[config.mk]
export PLATFORM = sky130hd
export DESIGN_NAME = key_press_classifier_core
export DESIGN_NICKNAME = d
export VERILOG_FILES = /design/src/hw/rtl/kpc_pkg.sv /design/src/hw/rtl/key_press_classifier_core.sv
export SDC_FILE = /design/constraint.sdc
export NUM_CORES = 1
export LEC_CHECK = 0
export ABC_AREA = 1
export BUFFER_PORTS_ARGS = -buffer_cell sky130_fd_sc_hd__buf_2
export CAP_MARGIN = 10
export CORE_AREA = 3 3 158 98
export DETAILED_ROUTE_END_ITERATION = 6
export DIE_AREA = 0 0 161 101
export PLACE_DENSITY = 0.68
export SKIP_CTS_REPAIR_TIMING = 1
export SKIP_LAST_GASP = 1
export SLEW_MARGIN = 20
export SYNTH_ARGS = -nofsm -noshare
export SYNTH_HDL_FRONTEND = slang
export SYNTH_SLANG_ARGS = --single-unit
[constraint.sdc]
create_clock -name i_clk -period 4 [get_ports i_clk]
set_input_delay 0.8 -clock i_clk [delete_from_list [all_inputs] [get_ports i_clk]]
set_output_delay 0.8 -clock i_clk [all_outputs]
set_load 0.03 [all_outputs]
[src/hw/rtl/kpc_pkg.sv]
package kpc_pkg;

    // Press classifier states, encoded as they appear on o_press_state
    typedef enum logic [2:0] {
        ST_RESET    = 3'd0,
        ST_WAIT     = 3'd1,
        ST_PRESSED  = 3'd2,
        ST_BOUNCE   = 3'd3,
        ST_DEBOUNCE = 3'd4,
        ST_SHORT    = 3'd5,
        ST_LONG     = 3'd6,
        ST_RELEASE  = 3'd7
    } t_press_state;

    // Configuration register indexes
    typedef enum logic [0:0] {
        CFG_BOUNCE_MS = 1'b0,
        CFG_HOLD_MS   = 1'b1
    } t_cfg_index;

    localparam int unsigned CFG_W   = 16;
    localparam int unsigned TIME_W  = 32;

    localparam logic [CFG_W-1:0] BOUNCE_MS_RST = 16'd20;
    localparam logic [CFG_W-1:0] HOLD_MS_RST   = 16'd1000;

endpackage

[src/hw/rtl/key_press_classifier_core.sv]
// Push-button press classifier. Each request is one poll of a button (level low
// while pressed) plus a free-running millisecond timestamp, and yields exactly
// one result: the state after the poll and one-poll short/long press flags.
// A press must last more than bounce_ms after the recorded press time to be
// debounced; a release after that is a short press, a hold beyond hold_ms is a
// long press followed by a wait for release. Time differences wrap modulo 2^32.
// Throughput is one poll per cycle while the output is not stalled: the state
// update is a 32-bit subtract and two compares between the input register and the result register.
// A poll is held in the input register until its result enters the result
// register. Configuration writes (index 0 bounce_ms, index 1 hold_ms) are for
// the user to make while the block is idle; the block does not enforce this.
module key_press_classifier_core (
    input  logic                      i_clk,
    input  logic                      i_rst_n,

    input  logic                      i_cfg_we,
    input  logic [0:0]                i_cfg_index,
    input  logic [kpc_pkg::CFG_W-1:0] i_cfg_data,

    input  logic                      i_in_valid,
    output logic                      o_in_stall,
    input  logic                      i_key_level,
    input  logic [kpc_pkg::TIME_W-1:0] i_now_ms,

    output logic                      o_out_valid,
    input  logic                      i_out_stall,
    output logic [2:0]                o_press_state,
    output logic                      o_short_press,
    output logic                      o_long_press
);

    logic [kpc_pkg::CFG_W-1:0]  r_bounce_ms;
    logic [kpc_pkg::CFG_W-1:0]  r_hold_ms;

    logic                        r_in_valid;
    logic                        r_key_level;
    logic [kpc_pkg::TIME_W-1:0]  r_now_ms;

    kpc_pkg::t_press_state       r_fsm;
    kpc_pkg::t_press_state       n_fsm;
    logic [kpc_pkg::TIME_W-1:0]  r_press_start_ms;
    logic [kpc_pkg::TIME_W-1:0]  n_press_start_ms;

    logic                        r_out_valid;
    logic [2:0]                  r_press_state;
    logic                        r_short_press;
    logic                        r_long_press;

    logic                        out_free;
    logic                        advance;
    logic                        in_accept;
    logic [kpc_pkg::TIME_W-1:0]  elapsed;
    logic                        past_bounce;
    logic                        past_hold;

    // Configuration registers
    always_ff @(posedge i_clk) begin
        if (!i_rst_n) begin
            r_bounce_ms <= kpc_pkg::BOUNCE_MS_RST;
            r_hold_ms   <= kpc_pkg::HOLD_MS_RST;
        end else if (i_cfg_we) begin
            unique case (kpc_pkg::t_cfg_index'(i_cfg_index))
                kpc_pkg::CFG_BOUNCE_MS: r_bounce_ms <= i_cfg_data;
                kpc_pkg::CFG_HOLD_MS:   r_hold_ms   <= i_cfg_data;
                default: ;
            endcase
        end
    end

    // Handshake: the result register frees when empty or being taken
    assign out_free   = !r_out_valid || !i_out_stall;
    assign advance    = r_in_valid && out_free;
    assign o_in_stall = r_in_valid && !out_free;
    assign in_accept  = i_in_valid && !o_in_stall;

    always_ff @(posedge i_clk) begin
        if (!i_rst_n) begin
            r_in_valid <= 1'b0;
        end else if (!o_in_stall) begin
            r_in_valid <= i_in_valid;
        end
    end

    always_ff @(posedge i_clk) begin
        if (in_accept) begin
            r_key_level <= i_key_level;
            r_now_ms    <= i_now_ms;
        end
    end

    assign elapsed     = r_now_ms - r_press_start_ms;
    assign past_bounce = elapsed > {{(kpc_pkg::TIME_W-kpc_pkg::CFG_W){1'b0}}, r_bounce_ms};
    assign past_hold   = elapsed > {{(kpc_pkg::TIME_W-kpc_pkg::CFG_W){1'b0}}, r_hold_ms};

    always_comb begin
        n_fsm            = r_fsm;
        n_press_start_ms = r_press_start_ms;
        unique case (r_fsm)
            kpc_pkg::ST_RESET: begin
                n_fsm = kpc_pkg::ST_WAIT;
            end
            kpc_pkg::ST_WAIT: begin
                if (!r_key_level) n_fsm = kpc_pkg::ST_PRESSED;
            end
            kpc_pkg::ST_PRESSED: begin
                n_press_start_ms = r_now_ms;
                n_fsm            = kpc_pkg::ST_BOUNCE;
            end
            kpc_pkg::ST_BOUNCE: begin
                // release aborts even when the bounce time has passed
                if (r_key_level)      n_fsm = kpc_pkg::ST_RESET;
                else if (past_bounce) n_fsm = kpc_pkg::ST_DEBOUNCE;
            end
            kpc_pkg::ST_DEBOUNCE: begin
                // long hold wins over a release in the same poll
                if (past_hold)        n_fsm = kpc_pkg::ST_LONG;
                else if (r_key_level) n_fsm = kpc_pkg::ST_SHORT;
            end
            kpc_pkg::ST_SHORT: begin
                n_fsm = kpc_pkg::ST_RESET;
            end
            kpc_pkg::ST_LONG: begin
                n_fsm = kpc_pkg::ST_RELEASE;
            end
            kpc_pkg::ST_RELEASE: begin
                if (r_key_level) n_fsm = kpc_pkg::ST_RESET;
            end
            default: begin
                n_fsm = kpc_pkg::ST_RESET;
            end
        endcase
    end

    always_ff @(posedge i_clk) begin
        if (!i_rst_n) begin
            r_fsm            <= kpc_pkg::ST_RESET;
            r_press_start_ms <= '0;
        end else if (advance) begin
            r_fsm            <= n_fsm;
            r_press_start_ms <= n_press_start_ms;
        end
    end

    always_ff @(posedge i_clk) begin
        if (!i_rst_n) begin
            r_out_valid <= 1'b0;
        end else if (out_free) begin
            r_out_valid <= r_in_valid;
        end
    end

    always_ff @(posedge i_clk) begin
        if (advance) begin
            r_press_state <= 3'(n_fsm);
            r_short_press <= (n_fsm == kpc_pkg::ST_SHORT);
            r_long_press  <= (n_fsm == kpc_pkg::ST_LONG);
        end
    end

    assign o_out_valid   = r_out_valid;
    assign o_press_state = r_press_state;
    assign o_short_press = r_short_press;
    assign o_long_press  = r_long_press;

    // Hold state while no poll is processed
    a_fsm_hold: assert property (@(posedge i_clk) disable iff (!i_rst_n)
        !advance |=> $stable(r_fsm))
        else $error("press state changed without a poll");

    a_start_capture: assert property (@(posedge i_clk) disable iff (!i_rst_n)
        advance && (r_fsm == kpc_pkg::ST_PRESSED) |=>
            (r_press_start_ms == $past(r_now_ms)) && (r_fsm == kpc_pkg::ST_BOUNCE))
        else $error("press time not recorded");

    a_long_then_release: assert property (@(posedge i_clk) disable iff (!i_rst_n)
        advance && (r_fsm == kpc_pkg::ST_LONG) |=> (r_fsm == kpc_pkg::ST_RELEASE))
        else $error("long press not followed by wait for release");

    a_stall_full: assert property (@(posedge i_clk) disable iff (!i_rst_n)
        o_in_stall |-> r_in_valid && r_out_valid)
        else $error("input stalled with a free pipeline");

endmodule
### After elaboration in Yosys (flattened, before gate mapping)

Cells that the tools add are included.

| cells by class | value |
|---|---|
| add/subtract/negate cells | 1 |
| multipliers | 0 |
| div/mod/pow operators | 0 |
| magnitude comparators | 2 |
| equal/unequal tests | 9 |
| shift-type cells | 0 |
| muxes and demuxes | 7 |
| bitwise operators | 1 |
| reductions and logical operators | 12 |

Operators with widths:

| operator | count |
|---|---|
| 32-bit by 16-bit > comparator with 1-bit output | 2 |
| 32-bit subtractor | 1 |
| 3-bit one-hot mux with 8 select lines | 1 |
| 3-bit == test (second input constant) | 6 |
| 3-bit two-way mux | 6 |
| 3-bit by 2-bit == test with 1-bit output (second input constant) | 2 |
| 2-bit AND reduction | 3 |
| 1-bit zero test | 4 |
| 3-bit by 1-bit == test with 1-bit output (second input constant) | 1 |
| 1-bit logical AND | 3 |
| 3-bit zero test | 1 |
| 1-bit logical OR | 1 |
| 1-bit inverter | 1 |

| word-level totals | value |
|---|---|
| register bits | 107 |
| bits in latches | 0 |
| RAM bits | 0 |
| ROM bits | 0 |
| bits of input ports | 55 |
| output and inout port bits | 7 |
| word-level logic and storage cells | 43 |
| memories | 0 |

### Longest topological paths before layout

| depth | value |
|---|---|
| word-level depth | 6 |
| gate-level depth with buffers | 24 |
| mapped depth without buffers | 24 |

### Least setup slack after synthesis

OpenSTA, ideal clock, no wires.

| timing path | value |
|---|---|
| path kind | flip-flop to flip-flop |
| start point | reg r_now_ms[0] (netlist name) |
| end point | reg r_press_state[1], in the netlist o_press_state[1] (data pin) |
| setup time | 252 ps |
| arrival time | 2636 ps |
| data required time | 3748 ps |
| setup slack | 1112 ps |
| stages on the path, launching flop included | 22 |
| path buffers | 0 |
| clock period less this slack | 2888 ps |
| cells stage by stage | edfxtp_1 -> inv_1 -> ha_1 -> fa_1 -> inv_1 -> nand2_1 -> nand3_2 -> nand2_1 -> nand2_1 -> xor2_1 -> ha_1 -> nand2_1 -> inv_1 -> nand3_1 -> o221ai_1 -> a21oi_1 -> o21bai_1 -> nand3_2 -> nand2_1 -> nand3_1 -> nand2_1 -> inv_1 |

| between the ends | value |
|---|---|
| longest elaborated chain between the ends | 5 |
| elaborated cells between the ends (all ways) | 7 |
| those cells by class | add/sub (1); order compare (2); mux (4) |

RTL lines:

| element | line | text |
|---|---|---|
| start, declared | key_press_classifier_core.sv:37 | `logic [kpc_pkg::TIME_W-1:0] r_now_ms;` |
| start signal, assigned | key_press_classifier_core.sv:87 | `r_now_ms <= i_now_ms;` |
| 32-bit subtractor (*) | key_press_classifier_core.sv:91 | `assign elapsed = r_now_ms - r_press_start_ms;` |
| 32-bit by 16-bit > comparator with 1-bit output | key_press_classifier_core.sv:92 | `assign past_bounce = elapsed > {{(kpc_pkg::TIME_W-kpc_pkg::CFG_W){1'b0}}, r_bounce_ms};` |
| 3-bit two-way mux | key_press_classifier_core.sv:112 | `else if (past_bounce) n_fsm = kpc_pkg::ST_DEBOUNCE;` |
| 3-bit two-way mux | key_press_classifier_core.sv:111 | `if (r_key_level) n_fsm = kpc_pkg::ST_RESET;` |
| 3-bit one-hot mux with 8 select lines (*) | key_press_classifier_core.sv:98 | `unique case (r_fsm)` |
| net n_fsm[1] | key_press_classifier_core.sv:40 | `kpc_pkg::t_press_state n_fsm;` |
| end signal, assigned | key_press_classifier_core.sv:154 | `r_press_state <= 3'(n_fsm);` |
| end, declared | key_press_classifier_core.sv:45 | `logic [2:0] r_press_state;` |

The timed path passes the listed nets; every way through them passes the cells marked *.
A chain may end at the register's enable or synchronous reset.

### Worst setup path in the final report

| timing path | value |
|---|---|
| start point | reg r_now_ms[10] (netlist name) |
| end point | reg r_press_state[1], in the netlist o_press_state[1] (data pin) |

The elaborated chain is that of the path after synthesis.

==> results.tsv <==
metric	value	unit
CTS H-tree depth	3	
Slew Limit Fails	0	
total number of vias	6166	
n_diodes	0	
CTS Buf Count	9	
# rows	34	
Worst VDD drop	226	uV
Post-DRT Antenna Nets	0	
crit-path most repeated cell	nand2_1	
Mapped Cells	1007	
Final Cycle Share	0.856	
Die Area	16300	sq um
final setup violation count	0	
Worst-Skew Late Latency	0.35	ns
initial antenna violation count	0	
Tot GR Track Use	0.215	
clk root buf	clkbuf_16	
Worst Path Required	4.11	ns
family with the most delay on the worst path	simple AND/OR/NAND/NOR gates	
clk sink count	107	
Setup TNS Final	0	ns
gpl congestion	0.939	
RSZ-0062 raised after global routing	false	
critical path depth	17	
Worst-path clk slew	0.07	ns
initial drt markers	438	
Area Growth Syn to Fin	11.2	%
critical path type	register to register	
CP Launch Type	register	
Residual DRC	0	
Crit. End Element	register	
Yosys reg bits	107	
Die Ht	101	microns
layout cells sized above 1	0.102	
yosys warns	0	
# nets final	1182	
Cell Count, Final, Fillers Out	1266	
number of global-route vias before repair	5561	
most frequent cell after synthesis	nand2_1	
slowest CP cell	edfxtp_1	
ys async rst share	0	
Buf/Inv on CP	1	
path depth of the worst reg2reg path	17	
gr ovfl total	0	
Post-synth top cells	268 x nand2_1, 201 x inv_1, 89 x a21oi_1	
Detailed Route WL	16800	microns
post-synth cell types	37	
ys flop type	dfxtp_1	
CP Data Arrival Time	3.54	ns
Post-synth EDFFs	38	
sequential area share after synthesis	0.358	
syn nets	1126	
post-synth top area share	0.196	
TritonCTS clock tree	yes	
Min-Delay Path Class	register to register	
Pleak	0.00396	uW
Worst Clk Skew	0.0102	ns
worst slack, placed	0.627	ns
port bufs	61	
PD cells	356	nW/um^2
DR vias/cell	4.87	
first-pass GRT wire length	27800	microns
Syn Area/Cell	7.00	sq um
Die X	161	microns
Hold Path Stages	2	
core footprint	14300	sq um
cell-by-cell trace of the critical path	ha_1, nand2_1, nor2_1, nand3_1, nand3b_1, xor2_1, ha_1, a21oi_1, o21a_1, o221ai_1, a21oi_1, o21bai_1, nand3_2, nand2_1, nand3_1, nand2_1, inv_1	
status	completed	
pin count of the biggest net entering global routing	68	
Least-Margin Pin Slew	0.737	ns
Routed wire per std cell	13.3	microns
Post-Place Cells	1250	
crit path time final	3.43	ns
Cell Area, Synth	7050	sq um
fmax	292	MHz
hpwl dp	13300	microns
Longest Clk Path Bufs	2	
crit-path max FO	4	
Area contributors post-synth	dfxtp_1 20%, edfxtp_1 16%, nand2_1 14%, ha_1 11%, inv_1 11%	
DR pass1 iterations	5	
max-cap violation count	0	
Hold Fails Final Rpt	0	
number of placed I/O pins	62	
Max-slew headroom	0.508	
largest stage delay on the critical path	0.41	ns
fillers	1412	
Initial Util	0.493	
worst setup margin	0.575	ns
leading area contributor after synthesis	dfxtp_1	
[path summary, 6_finish.rpt]
| kind | from | endpoint | slack, ns |
|---|---|---|---|
| hold / removal | r_press_start_ms[2] | r_press_start_ms[2] | 0.46 |
| setup reg to reg | r_now_ms[10] | o_press_state[1] | 0.57 |
| setup / recovery | r_now_ms[10] | o_press_state[1] | 0.57 |
| hold reg to reg | r_press_start_ms[2] | r_press_start_ms[2] | 0.46 |
[cell usage in the layout, fill, tap and decap left out, types with 3 or more instances in the layout]
master / count
nand2_1: 268
inv_1: 201
a21oi_1: 89
dfxtp_1: 69
ha_1: 63
o21ai_0: 62
nor2_1: 61
buf_2: 60
edfxtp_1: 38
nand3_1: 36
xor2_1: 15
nand4_1: 12
o211ai_1: 9
clkbuf_16: 9
nand2_2: 7
nand3_2: 6
inv_2: 6
nor2_2: 5
nor3_1: 5
o21bai_1: 4
buf_4: 4
and2_1: 3
nand3b_1: 3
o21ai_1: 3
xnor2_1: 3
[sequential cells by signal, indices dropped and copies added, names as in the netlist]
name,count
r_now_ms,32
r_press_start_ms,32
r_in_valid,1
o_out_valid,1
o_press_state,3
r_hold_ms,16
o_long_press,1
o_short_press,1
r_key_level,1
r_fsm,3
r_bounce_ms,16
[per-layer routing]
layer  global-route usage  part of all wire  vias to the layer above  routed length (microns)
met2                0.293              0.37                      172                     6140
li1                     -                 -                     3313                        -
met3               0.0394             0.066                       13                     1110
met5                    0                 0                        -                        0
met1                0.346              0.56                     2668                     9400
met4               0.0416            0.0095                        0                      160
[stage by stage]
stage          area [sq um]   util  hold WS (ns)  total power, uW
6_report               7840  0.549         0.459             2790
5_1_grt                7840  0.549         0.478             2970
4_1_cts                7840  0.549         0.462             2810
3_5_place_dp           7560  0.529         0.451             1930
3_3_place_gp           7560  0.529         0.446             1920
2_1_floorplan          7050      -         0.433             1740
[cell families (layout without fill, tap and decap cells)]
| logic type | after synthesis | count (layout) | share of synthesized area |
|---|---|---|---|
| adders and majority gates | 64 | 64 | 0.115 |
| and+or+nand+nor | 414 | 414 | 0.250 |
| DFF | 107 | 107 | 0.358 |
| buffers and inverters | 228 | 289 | 0.121 |
| xor gates and xnor gates | 18 | 18 | 0.0224 |
| AOI/OAI and AO/OA | 176 | 176 | 0.134 |
[power breakdown]
| part | internal, uW | switching [uW] | total (uW) |
|---|---|---|---|
| Combinational | 253 | 458 | 711 |
| Sequential | 1190 | 23.5 | 1210 |
| Clock | 446 | 423 | 869 |
| Total | 1890 | 904 | 2790 |
[cell type report]
class,count,area (sq um),share of cell area
well taps,198,248,0.0316
clock inverters,6,46.3,0.00590
repair buffers,64,330,0.0421
clock buffers,10,239,0.0305
multi-input cells,672,3670,0.468
flip-flops and latches,107,2520,0.322
inverters,209,785,0.100
[worst min-delay path, cell delays in order, from the launching register on]
cell	delay [ns]
dfxtp_1	0.30
inv_1	0.06
a21oi_1	0.06
Power figures use the tool's default switching activity.
